**src/sv/settings_header_parser_unit_assert.svh**
```systemverilog
// ----------------------------------------------------------------------------
// settings header parser assertion macros
// concurrent assertion wrappers shared by the rtl files of the parser
// ----------------------------------------------------------------------------
`ifndef SETTINGS_HEADER_PARSER_UNIT_ASSERT_SVH
`define SETTINGS_HEADER_PARSER_UNIT_ASSERT_SVH

`ifndef NO_ASSERTIONS

// property must hold on every clock edge outside reset
`define SHPU_ASSERT(lbl, clk, rstn, prop) \
  lbl: assert property (@(posedge clk) disable iff (!rstn) (prop)) \
    else $error("shpu assertion failed");

// condition must never be seen outside reset
`define SHPU_ASSERT_NEVER(lbl, clk, rstn, cond) \
  lbl: assert property (@(posedge clk) disable iff (!rstn) !(cond)) \
    else $error("shpu forbidden condition seen");

`else

`define SHPU_ASSERT(lbl, clk, rstn, prop)
`define SHPU_ASSERT_NEVER(lbl, clk, rstn, cond)

`endif

`endif

```
**src/sv/shpu_pkg.sv**
```systemverilog
`timescale 1ns / 1ps
// ----------------------------------------------------------------------------
// shpu_pkg
// types, character codes and the type name table of the settings header parser
// ----------------------------------------------------------------------------
package shpu_pkg;

  // characters of the header syntax
  localparam logic [7:0] CharOpen  = 8'h3C;
  localparam logic [7:0] CharClose = 8'h3E;
  localparam logic [7:0] CharColon = 8'h3A;
  localparam logic [7:0] CharZero  = 8'h30;
  localparam logic [7:0] CharNine  = 8'h39;

  // result kinds
  localparam logic [1:0] KindId       = 2'd0;
  localparam logic [1:0] KindNameChar = 2'd1;
  localparam logic [1:0] KindNameEnd  = 2'd2;
  localparam logic [1:0] KindType     = 2'd3;

  // type token limits
  localparam logic [3:0] TokenMax  = 4'd8;
  localparam logic [3:0] TokenOver = 4'd9;
  localparam int         TypeCount = 17;
  localparam logic [4:0] TypeUnknown = 5'd17;

  // type names, last character in the lowest byte (shift-in order)
  localparam logic [63:0] TypeNames [TypeCount] = '{
    64'("INT"), 64'("UINT"), 64'("FLOAT"), 64'("DOUBLE"), 64'("R_FLOAT"),
    64'({"R_", "DOUBLE"}), 64'("R_INT"), 64'("R_UINT"), 64'("DL_STR"), 64'("DL_INT"),
    64'({"DL_", "FLOAT"}), 64'("SL_STR"), 64'("SL_INT"), 64'({"SL_", "FLOAT"}),
    64'("STR"), 64'("TOG"), 64'("DEBUG")
  };

  localparam logic [3:0] TypeLens [TypeCount] = '{
    4'd3, 4'd4, 4'd5, 4'd6, 4'd7, 4'd8, 4'd5, 4'd6, 4'd6,
    4'd6, 4'd8, 4'd6, 4'd6, 4'd8, 4'd3, 4'd3, 4'd5
  };

  // parse stages
  typedef enum logic [3:0] {
    ST_SEEK_ID    = 4'd0,
    ST_IN_ID      = 4'd1,
    ST_SEEK_NAME  = 4'd2,
    ST_IN_NAME    = 4'd3,
    ST_SEEK_TYPE  = 4'd4,
    ST_IN_TYPE    = 4'd5,
    ST_SEEK_VALUE = 4'd6,
    ST_IN_VALUE   = 4'd7,
    ST_DONE       = 4'd8
  } stage_e;

  // commands from the front to the back
  typedef enum logic [3:0] {
    OP_NONE       = 4'd0,
    OP_ID_CLEAR   = 4'd1,
    OP_ID_DIGIT   = 4'd2,
    OP_ID_EMIT    = 4'd3,
    OP_NAME_CHAR  = 4'd4,
    OP_NAME_END   = 4'd5,
    OP_TYPE_CLEAR = 4'd6,
    OP_TYPE_BYTE  = 4'd7,
    OP_TYPE_EMIT  = 4'd8
  } op_e;

  typedef struct packed {
    op_e        op;
    logic [7:0] data;
  } cmd_t;

  // match a shifted-in token against the name table
  function automatic logic [4:0] resolve_type(logic [63:0] tok, logic [3:0] len);
    logic [4:0] code;
    code = TypeUnknown;
    for (int k = TypeCount - 1; k >= 0; k--) begin
      if (len == TypeLens[k] && tok == TypeNames[k]) begin
        code = 5'(k);
      end
    end
    return code;
  endfunction

endpackage

```
**src/sv/shpu_front.sv**
```systemverilog
`timescale 1ns / 1ps
// ----------------------------------------------------------------------------
// shpu_front
// tracks the parse stage and turns input words into back-end commands where one applies
// ----------------------------------------------------------------------------
module shpu_front (
  input  logic              clk_i,
  input  logic              rst_ni,
  input  logic              in_valid_i,
  output logic              in_ready_o,
  input  logic [7:0]        in_char_i,
  input  logic              in_last_i,
  output logic              cmd_valid_o,
  output shpu_pkg::cmd_t    cmd_o,
  input  logic              cmd_ready_i
);
  import shpu_pkg::*;

  stage_e stage_q, stage_d;
  stage_e stage_next;
  logic   accept;
  op_e    op;
  logic   is_digit;

  assign in_ready_o = cmd_ready_i;
  assign accept     = in_valid_i & cmd_ready_i;
  assign is_digit   = in_char_i inside {[CharZero:CharNine]};

  // next stage from the current character
  always_comb begin
    stage_next = stage_q;
    case (stage_q)
      ST_SEEK_ID:    if (in_char_i == CharOpen)  stage_next = ST_IN_ID;
      ST_IN_ID:      if (in_char_i == CharClose) stage_next = ST_SEEK_NAME;
      ST_SEEK_NAME:  if (in_char_i == CharOpen)  stage_next = ST_IN_NAME;
      ST_IN_NAME:    if (in_char_i == CharClose) stage_next = ST_SEEK_TYPE;
      ST_SEEK_TYPE:  if (in_char_i == CharOpen)  stage_next = ST_IN_TYPE;
      ST_IN_TYPE:    if (in_char_i == CharClose) stage_next = ST_SEEK_VALUE;
      ST_SEEK_VALUE: if (in_char_i == CharColon) stage_next = ST_IN_VALUE;
      ST_IN_VALUE:   if (in_char_i == CharColon) stage_next = ST_DONE;
      default:       stage_next = stage_q;
    endcase
    stage_d = stage_q;
    if (accept) begin
      stage_d = in_last_i ? ST_SEEK_ID : stage_next;
    end
  end

  // command for the current character
  always_comb begin
    op = OP_NONE;
    case (stage_q)
      ST_SEEK_ID:   if (in_char_i == CharOpen) op = OP_ID_CLEAR;
      ST_IN_ID: begin
        if (in_char_i == CharClose) op = OP_ID_EMIT;
        else if (is_digit)          op = OP_ID_DIGIT;
      end
      ST_IN_NAME:   op = (in_char_i == CharClose) ? OP_NAME_END : OP_NAME_CHAR;
      ST_SEEK_TYPE: if (in_char_i == CharOpen) op = OP_TYPE_CLEAR;
      ST_IN_TYPE:   op = (in_char_i == CharClose) ? OP_TYPE_EMIT : OP_TYPE_BYTE;
      default:      op = OP_NONE;
    endcase
    cmd_valid_o = accept && (op != OP_NONE);
    cmd_o.op    = op;
    cmd_o.data  = (op == OP_ID_DIGIT) ? (in_char_i - CharZero) : in_char_i;
  end

  // stage register
  always_ff @(posedge clk_i or negedge rst_ni) begin
    if (!rst_ni) begin
      stage_q <= ST_SEEK_ID;
    end else begin
      stage_q <= stage_d;
    end
  end

endmodule

```
**src/sv/shpu_cmd_fifo.sv**
```systemverilog
`timescale 1ns / 1ps
`include "settings_header_parser_unit_assert.svh"
// ----------------------------------------------------------------------------
// shpu_cmd_fifo
// short command queue between the front and the back of the parser
// ----------------------------------------------------------------------------
module shpu_cmd_fifo #(
  parameter int Depth = 4
) (
  input  logic              clk_i,
  input  logic              rst_ni,
  input  logic              push_i,
  input  shpu_pkg::cmd_t    push_data_i,
  output logic              full_o,
  input  logic              pop_i,
  output logic              rd_valid_o,
  output shpu_pkg::cmd_t    rd_data_o
);
  import shpu_pkg::*;

  localparam int PtrW = (Depth > 1) ? $clog2(Depth) : 1;
  localparam int CntW = $clog2(Depth + 1);

  cmd_t            mem_q [Depth];
  logic [PtrW-1:0] wr_ptr_q, wr_ptr_d;
  logic [PtrW-1:0] rd_ptr_q, rd_ptr_d;
  logic [CntW-1:0] count_q, count_d;
  logic            do_push, do_pop;

  assign full_o     = (count_q == CntW'(Depth));
  assign rd_valid_o = (count_q != '0);
  assign rd_data_o  = mem_q[rd_ptr_q];
  assign do_push    = push_i & ~full_o;
  assign do_pop     = pop_i & rd_valid_o;

  // pointer and fill count update
  always_comb begin
    wr_ptr_d = wr_ptr_q;
    rd_ptr_d = rd_ptr_q;
    count_d  = count_q;
    if (do_push) begin
      wr_ptr_d = (wr_ptr_q == PtrW'(Depth - 1)) ? '0 : wr_ptr_q + 1'b1;
    end
    if (do_pop) begin
      rd_ptr_d = (rd_ptr_q == PtrW'(Depth - 1)) ? '0 : rd_ptr_q + 1'b1;
    end
    if (do_push && !do_pop) begin
      count_d = count_q + 1'b1;
    end else if (!do_push && do_pop) begin
      count_d = count_q - 1'b1;
    end
  end

  always_ff @(posedge clk_i or negedge rst_ni) begin
    if (!rst_ni) begin
      wr_ptr_q <= '0;
      rd_ptr_q <= '0;
      count_q  <= '0;
    end else begin
      wr_ptr_q <= wr_ptr_d;
      rd_ptr_q <= rd_ptr_d;
      count_q  <= count_d;
    end
  end

  // storage, no reset on payload
  always_ff @(posedge clk_i) begin
    if (do_push) begin
      mem_q[wr_ptr_q] <= push_data_i;
    end
  end

  // queue checks
  `SHPU_ASSERT(a_count_bound, clk_i, rst_ni, count_q <= CntW'(Depth))
  `SHPU_ASSERT(a_count_up, clk_i, rst_ni, (do_push && !do_pop) |=> (count_q == $past(count_q) + 1'b1))
  `SHPU_ASSERT_NEVER(a_ptr_skew, clk_i, rst_ni, (count_q == '0) && (wr_ptr_q != rd_ptr_q))

endmodule

```
**src/sv/shpu_back.sv**
```systemverilog
`timescale 1ns / 1ps
`include "settings_header_parser_unit_assert.svh"
// ----------------------------------------------------------------------------
// shpu_back
// executes parser commands: id accumulation, type token matching, results
// ----------------------------------------------------------------------------
module shpu_back (
  input  logic              clk_i,
  input  logic              rst_ni,
  input  logic              cmd_valid_i,
  input  shpu_pkg::cmd_t    cmd_i,
  output logic              cmd_pop_o,
  output logic              out_valid_o,
  input  logic              out_ready_i,
  output logic [1:0]        out_kind_o,
  output logic [63:0]       out_value_o
);
  import shpu_pkg::*;

  logic [63:0] id_q, id_d;
  logic [63:0] tok_q, tok_d;
  logic [3:0]  len_q, len_d;
  logic        out_valid_q, out_valid_d;
  logic [1:0]  out_kind_q, out_kind_d;
  logic [63:0] out_value_q, out_value_d;
  logic        pop;
  logic        emit;

  // take a command whenever the output word is free or leaving
  assign pop       = cmd_valid_i && (!out_valid_q || out_ready_i);
  assign cmd_pop_o = pop;

  // command execution
  always_comb begin
    id_d        = id_q;
    tok_d       = tok_q;
    len_d       = len_q;
    emit        = 1'b0;
    out_kind_d  = out_kind_q;
    out_value_d = out_value_q;
    if (pop) begin
      case (cmd_i.op)
        OP_ID_CLEAR: id_d = '0;
        OP_ID_DIGIT: id_d = (id_q << 3) + (id_q << 1) + {60'd0, cmd_i.data[3:0]};
        OP_ID_EMIT: begin
          emit        = 1'b1;
          out_kind_d  = KindId;
          out_value_d = id_q;
        end
        OP_NAME_CHAR: begin
          emit        = 1'b1;
          out_kind_d  = KindNameChar;
          out_value_d = {56'd0, cmd_i.data};
        end
        OP_NAME_END: begin
          emit        = 1'b1;
          out_kind_d  = KindNameEnd;
          out_value_d = '0;
        end
        OP_TYPE_CLEAR: begin
          tok_d = '0;
          len_d = '0;
        end
        OP_TYPE_BYTE: begin
          // bytes shift in from the low end, matching the name table
          if (len_q < TokenMax) begin
            tok_d = {tok_q[55:0], cmd_i.data};
            len_d = len_q + 1'b1;
          end else begin
            len_d = TokenOver;
          end
        end
        OP_TYPE_EMIT: begin
          emit        = 1'b1;
          out_kind_d  = KindType;
          out_value_d = {59'd0, resolve_type(tok_q, len_q)};
        end
        default: emit = 1'b0;
      endcase
    end
    if (emit) begin
      out_valid_d = 1'b1;
    end else if (out_ready_i) begin
      out_valid_d = 1'b0;
    end else begin
      out_valid_d = out_valid_q;
    end
  end

  always_ff @(posedge clk_i or negedge rst_ni) begin
    if (!rst_ni) begin
      id_q        <= '0;
      tok_q       <= '0;
      len_q       <= '0;
      out_valid_q <= 1'b0;
    end else begin
      id_q        <= id_d;
      tok_q       <= tok_d;
      len_q       <= len_d;
      out_valid_q <= out_valid_d;
    end
  end

  // output word payload
  always_ff @(posedge clk_i) begin
    out_kind_q  <= out_kind_d;
    out_value_q <= out_value_d;
  end

  assign out_valid_o = out_valid_q;
  assign out_kind_o  = out_kind_q;
  assign out_value_o = out_value_q;

  // execution checks
  `SHPU_ASSERT(a_len_range, clk_i, rst_ni, len_q <= TokenOver)
  `SHPU_ASSERT(a_type_code, clk_i, rst_ni, (out_valid_q && out_kind_q == KindType) |-> (out_value_q <= 64'd17))
  `SHPU_ASSERT(a_name_end_zero, clk_i, rst_ni, (out_valid_q && out_kind_q == KindNameEnd) |-> (out_value_q == 64'd0))

endmodule

```
**src/sv/settings_header_parser_unit.sv**
```systemverilog
`timescale 1ns / 1ps
// ----------------------------------------------------------------------------
// settings_header_parser_unit
// streaming parser for <ID><NAME><TYPE>:VALUE: settings headers
// ----------------------------------------------------------------------------
// One character word is taken per cycle, back to back, and each word gives at
// most one result word: the decimal id at its closing '>', every name
// character, a name end marker, and the type code (0..16, 17 for unknown) at
// the type's closing '>'. The front stage tracks the parse position and hands
// commands to a CmdDepth-entry queue; the back stage executes one command per
// cycle while its output register is free or being taken (the id multiply by
// ten and add, the type token shift and name match) into that register, so a
// result is held in the queue and then in the output register. Input stalls
// only when the queue fills while results are not being taken. tlast on a
// character returns the parser to its start state after that character.
module settings_header_parser_unit #(
  parameter int CmdDepth = 4
) (
  input  logic        clk_i,
  input  logic        rst_ni,
  // character input
  input  logic        s_axis_tvalid_i,
  output logic        s_axis_tready_o,
  input  logic [7:0]  s_axis_tdata_i,   // [7:0] char_byte
  input  logic        s_axis_tlast_i,   // last_byte
  // result output
  output logic        m_axis_tvalid_o,
  input  logic        m_axis_tready_i,
  output logic [63:0] m_axis_tdata_o,   // [63:0] field_value
  output logic [1:0]  m_axis_tuser_o    // [1:0] field_kind
);
  import shpu_pkg::*;

  logic cmd_push;
  cmd_t cmd_push_data;
  logic cmd_full;
  logic cmd_pop;
  logic cmd_valid;
  cmd_t cmd_data;

  // classify incoming characters
  shpu_front u_front (
    .clk_i       (clk_i),
    .rst_ni      (rst_ni),
    .in_valid_i  (s_axis_tvalid_i),
    .in_ready_o  (s_axis_tready_o),
    .in_char_i   (s_axis_tdata_i),
    .in_last_i   (s_axis_tlast_i),
    .cmd_valid_o (cmd_push),
    .cmd_o       (cmd_push_data),
    .cmd_ready_i (~cmd_full)
  );

  // decoupling queue
  shpu_cmd_fifo #(
    .Depth (CmdDepth)
  ) u_fifo (
    .clk_i       (clk_i),
    .rst_ni      (rst_ni),
    .push_i      (cmd_push),
    .push_data_i (cmd_push_data),
    .full_o      (cmd_full),
    .pop_i       (cmd_pop),
    .rd_valid_o  (cmd_valid),
    .rd_data_o   (cmd_data)
  );

  // execute commands and drive results
  shpu_back u_back (
    .clk_i       (clk_i),
    .rst_ni      (rst_ni),
    .cmd_valid_i (cmd_valid),
    .cmd_i       (cmd_data),
    .cmd_pop_o   (cmd_pop),
    .out_valid_o (m_axis_tvalid_o),
    .out_ready_i (m_axis_tready_i),
    .out_kind_o  (m_axis_tuser_o),
    .out_value_o (m_axis_tdata_o)
  );

endmodule
```
**config.mk**
```make
export PLATFORM = sky130hd
export DESIGN_NAME = settings_header_parser_unit
export DESIGN_NICKNAME = d
export VERILOG_FILES = /design/src/sv/shpu_pkg.sv /design/src/sv/shpu_front.sv /design/src/sv/shpu_cmd_fifo.sv /design/src/sv/shpu_back.sv /design/src/sv/settings_header_parser_unit.sv
export VERILOG_INCLUDE_DIRS = /design/src /design/src/sv
export SDC_FILE = /design/constraint.sdc
export NUM_CORES = 1
export LEC_CHECK = 0
export BUFFER_PORTS_ARGS = -buffer_cell sky130_fd_sc_hd__buf_2
export CORE_MARGIN = 2
export CORE_UTILIZATION = 60
export CTS_CLUSTER_DIAMETER = 120
export DETAILED_ROUTE_END_ITERATION = 6
export GPL_TIMING_DRIVEN = 0
export PLACE_DENSITY = 0.77
export SYNTH_ARGS = -nofsm -noshare
export SYNTH_HDL_FRONTEND = slang
export SYNTH_HIERARCHICAL = 1
export SYNTH_SLANG_ARGS = --single-unit
```
**constraint.sdc**
```tcl
create_clock -name clk_i -period 9.28 [get_ports clk_i]
set_input_delay 0.928 -clock clk_i [delete_from_list [all_inputs] [get_ports clk_i]]
set_output_delay 0.928 -clock clk_i [all_outputs]
set_load 0.01 [all_outputs]
```
==> metrics.md <==
| Metric | Value |
|---|---|
| Worst stage delay on the critical path | 590 ps |
| Flip-flop and latch area | 0.00703 mm2 |
| Critical path fanouts, max | 10 |
| Run status | completed |
| Timing-limited maximum frequency | 202 MHz |
| Number of DRC violations after detailed-routing iteration 0 | around 950 |
| Number of diodes | 0 |
| Logic gate share of total power | 36.9% |
| Critical Path Source Type | register |
| Power, Total | 0.00444 W |
| Switch share | about two fifths |
| Syn_nets | around 1700 |
| Top-area cell type share of the netlist area | 23.1% |
| Drt wl/cell | 18.5 um |
| Ratio of cells with drive above 1 in the final layout | 11.6% |
| Total power per unit cell area | 255 mW/mm2 |
| Kind of cell adding the most delay to the critical path | compound AO/OA/AOI/OAI gates |
| Final #Nets | 1834 |
| Number of buffer and inverter instances along the worst setup path | 3 |
| Share of total power in the clock network | 24.6% |
| Pin count of the biggest net entering global routing | between 80 and 90 |
| Vias per cell | 6.13 |
| Actual slew at the worst max-slew pin | 824 ps |
| Worst reg-to-reg path cell count | 16 |
| Clock tree from TritonCTS | yes |
| Number of warning messages in the yosys log | 6 |
| Total of fill cells in the finished design | 2041 |
| Wire length reported by the detailed router | 37800 um |
| Clk slew on worst S/H paths | 60 ps |
| Die X-Extent | 165 um |
| Commonest cells in the synthesized netlist | sky130_fd_sc_hd__nand2_1, sky130_fd_sc_hd__dfrtp_1, sky130_fd_sc_hd__ha_1, sky130_fd_sc_hd__edfxtp_1, sky130_fd_sc_hd__nand3_1 |
| Number of remaining DRC errors | 0 |
| Critical-path top delay cell | sky130_fd_sc_hd__mux4_2 |
| Number of vias after detailed routing | 12500 |
| Worst min-delay path category | input pin to asynchronous set/reset pin |
| CTS resizes | 0 |
| Synth area leaders | sky130_fd_sc_hd__dfrtp_1, sky130_fd_sc_hd__edfxtp_1, sky130_fd_sc_hd__ha_1 |
| Setup-failing EPs final | 0 |
| Setup slack after placement | 4400 ps |
| Final clock period utilization by the worst path | between 50% and 60% |
| Cell area after synthesis | ~0.016 mm2 |
| Port buffer count | 79 |
| Type of the worst setup path | register to register |
| Pleak | 8.27 nW |
| Number of enable flip-flop cells after synthesis | 114 |
| Root Buffer | sky130_fd_sc_hd__clkbuf_16 |
| Cell internal pwr | 0.00274 W |
| Max Transition Viols Final | 0 |
| Sequential power share | 38.5% |
| Min cycle time layout | between 4000 and 5000 ps |
| CP Capture Type | register |
| RePlAce Congestion | approximately 0.91 |
| Antenna violations before repair | 0 |
| Final HPWL DP | between 20000 and 30000 um |
| Flop-to-flop setup slack | between 4000 and 5000 ps |
| Endpoint of the lowest-slack register-to-register path | u_back/id_q[58] |
| Wire length of the first global-routing pass | 60600 um |
| Fin worst setup slack | 4340 ps |
| Cell taking the most area after synthesis | sky130_fd_sc_hd__dfrtp_1 |
| Die Area | between 0.02 and 0.03 mm2 |
| Longest Clk Path Bufs | 3 |
| Required time reported for the critical path endpoint | between 9000 and 10000 ps |
| DP Area | 0.0165 mm2 |
| MaxCap Viol Count | 0 |
| Flip-flop and latch count after synthesis | 258 |
| Mapped Cells | 1574 |
| Total stage count of the critical path | 16 |
| Final std cell area, no fill | 0.0174 mm2 |
| Synthesized area per cell | 9.93 um2 |
| RSZ-0062 raised after global routing | false |
| Sink Count | roughly 260 |
| Total clock buffers created by CTS | 27 |
| Worst setup path startpoint | u_fifo/rd_ptr_q[0] |
| Hold Violations, Final | 0 |
| Ordered cell list for the critical path | buf_6 -> buf_6 -> mux4_2 -> fa_1 -> inv_1 -> fa_1 -> nor2b_1 -> o31ai_1 -> a31oi_1 -> o2111ai_1 -> nand3_1 -> o2111ai_2 -> o31ai_2 -> a311oi_2 -> mux2i_1 -> a2111o_1 |
| Final sum of negative setup slack | 0 ps |
| Top Ports | 81 |
| Num rows | 59 |
| First-pass detailed-route iteration total | 5 |
| Clock network latency to the later pin of the worst-skew pair | roughly 560 ps |
| Layout Cells excl Fill | about 2000 |
| Combined area of the multi-input logic cells | about 0.0081 mm2 |
| Gr usage total | 27.6% |
| Area growth from synthesis to layout | 11.5% |
| Worst setup path end | u_back/id_q[58] |
| Count of unique library cells instantiated by Yosys | 94 |
| Critical R2R Launch | u_fifo/rd_ptr_q[0] |
| Switching power | around 0.0017 W |
| Predominant post-synthesis flop cell | sky130_fd_sc_hd__dfrtp_1 |
| Largest clock skew in the final design | 11.7 ps |
| Height of the chip | 165 um |
| Initial core utilization | 60.5% |
| Post-detailed-route count of antenna-violating nets | 0 |
| Number of hold buffers added after CTS | 0 |
| Highest ir drop seen on vdd | 0.000252 V |
| Sum of overflow across all layers after global routing | 0 |
| H-tree level count | 1 |
| Count leader, synth | sky130_fd_sc_hd__nand2_1 |
| Proportion of register bits with asynchronous set or reset after synthesis | around 56% |
| Rel. slew slack | between 40% and 50% |
| Placed insts | about 2000 |
| Critical path data arrival time | around 5400 ps |
| Vias in the first global route | 12000 |
| Core area | 0.0258 mm2 |
| Total setup buffers inserted after CTS | 0 |
| Portion of the post-synthesis area used by sequential elements | between 40% and 50% |
[how the worst min path moves through the flow]
stage / from / cells after the start / slack (ps) / to
6_report: rst_ni / 1 / 370 / u_back/id_q[25]
5_1_grt: rst_ni / 1 / 420 / u_back/id_q[25]
4_1_cts: rst_ni / 1 / 380 / u_back/id_q[25]
3_5_place_dp: u_back/tok_q[59] / 2 / 460 / u_back/tok_q[59]
3_3_place_gp: u_back/tok_q[59] / 2 / 450 / u_back/tok_q[59]
2_1_floorplan: u_back/tok_q[59] / 2 / 440 / u_back/tok_q[59]
[worst register-to-register path: stages (launching register included)]
cell	delay, ps
sky130_fd_sc_hd__dfrtp_1	400
sky130_fd_sc_hd__buf_6	150
sky130_fd_sc_hd__buf_6	190
sky130_fd_sc_hd__mux4_2	590
sky130_fd_sc_hd__fa_1	590
sky130_fd_sc_hd__inv_1	70
sky130_fd_sc_hd__fa_1	440
sky130_fd_sc_hd__nor2b_1	200
sky130_fd_sc_hd__o31ai_1	140
sky130_fd_sc_hd__a31oi_1	250
sky130_fd_sc_hd__o2111ai_1	160
sky130_fd_sc_hd__nand3_1	240
sky130_fd_sc_hd__o2111ai_2	180
sky130_fd_sc_hd__o31ai_2	490
sky130_fd_sc_hd__a311oi_2	200
sky130_fd_sc_hd__mux2i_1	150
sky130_fd_sc_hd__a2111o_1	380
[through the flow]
stage / hold slack, ps / utilization (%)
after floorplan: 439 / -
after global placement: 452 / 63.7
after detailed placement: 465 / 64.0
after CTS: 382 / 67.5
after global routing: 418 / 67.5
final: 368 / 67.5
[cells by family (layout without fill, tap and decap cells)]
logic type | count (synthesis) | after routing | synth area share [%]
xor+xnor | 58 | 58 | 3.25
compound gates | 326 | 326 | 13.5
mux | 23 | 23 | 2.62
flops | 258 | 258 | 45.0
fa+ha+maj | 136 | 136 | 11.0
simple gates | 662 | 662 | 21.6
buf+inv | 111 | 243 | 3.04
[state kept, by name, summed over array words and instances, names as in the netlist]
register            cells
u_front/stage_q         4
u_back/len_q            4
u_fifo/wr_ptr_q         2
u_fifo/rd_ptr_q         2
u_back/id_q            64
u_back/tok_q           64
u_back/out_kind_o       2
u_back/out_value_o     64
u_fifo/mem_q           48
u_fifo/count_q          3
u_back/out_valid_o      1
[power groups by stage]
stage               registers, W  logic [W]  clock network (W)
finish                   0.00171    0.00164            0.00109
global route             0.00174    0.00179            0.00116
CTS                      0.00171    0.00163            0.00111
detailed placement       0.00172    0.00161                  0
global placement         0.00176    0.00152                  0
floorplan                0.00180   0.000967                  0
[metal layers]
metal	track usage [%]	part of all wire (%)	up-vias
li1	-	-	6011
met2	44.1	46	345
met1	39.3	46	6087
met4	8.31	2.4	0
met5	0	0	-
met3	4.00	5.3	71
[layout make-up]
cell class,instances,area share [%]
buffer,85,2.17
clock buffer,33,4.12
clock inverter,17,1.03
inverter,26,0.560
multi-input combinational,1205,46.7
sequential,258,40.3
tap,335,2.41
timing repair buffer,82,2.69
[cells in the final DEF, fill, tap and decap left out, types with 47 or more instances in the layout]
master / netlist / layout
sky130_fd_sc_hd__nor2_1: 58 / 58
sky130_fd_sc_hd__o21ai_0: 93 / 93
sky130_fd_sc_hd__edfxtp_1: 114 / 114
sky130_fd_sc_hd__a21o_1: 47 / 47
sky130_fd_sc_hd__nand3_1: 98 / 98
sky130_fd_sc_hd__ha_1: 133 / 133
sky130_fd_sc_hd__dfrtp_1: 144 / 144
sky130_fd_sc_hd__clkbuf_1: 66 / 70
sky130_fd_sc_hd__nand2_1: 268 / 268
sky130_fd_sc_hd__a21oi_1: 81 / 80
sky130_fd_sc_hd__and3_1: 70 / 70
sky130_fd_sc_hd__buf_2: 8 / 86
No activity file was read; power rests on OpenSTA's default activity.
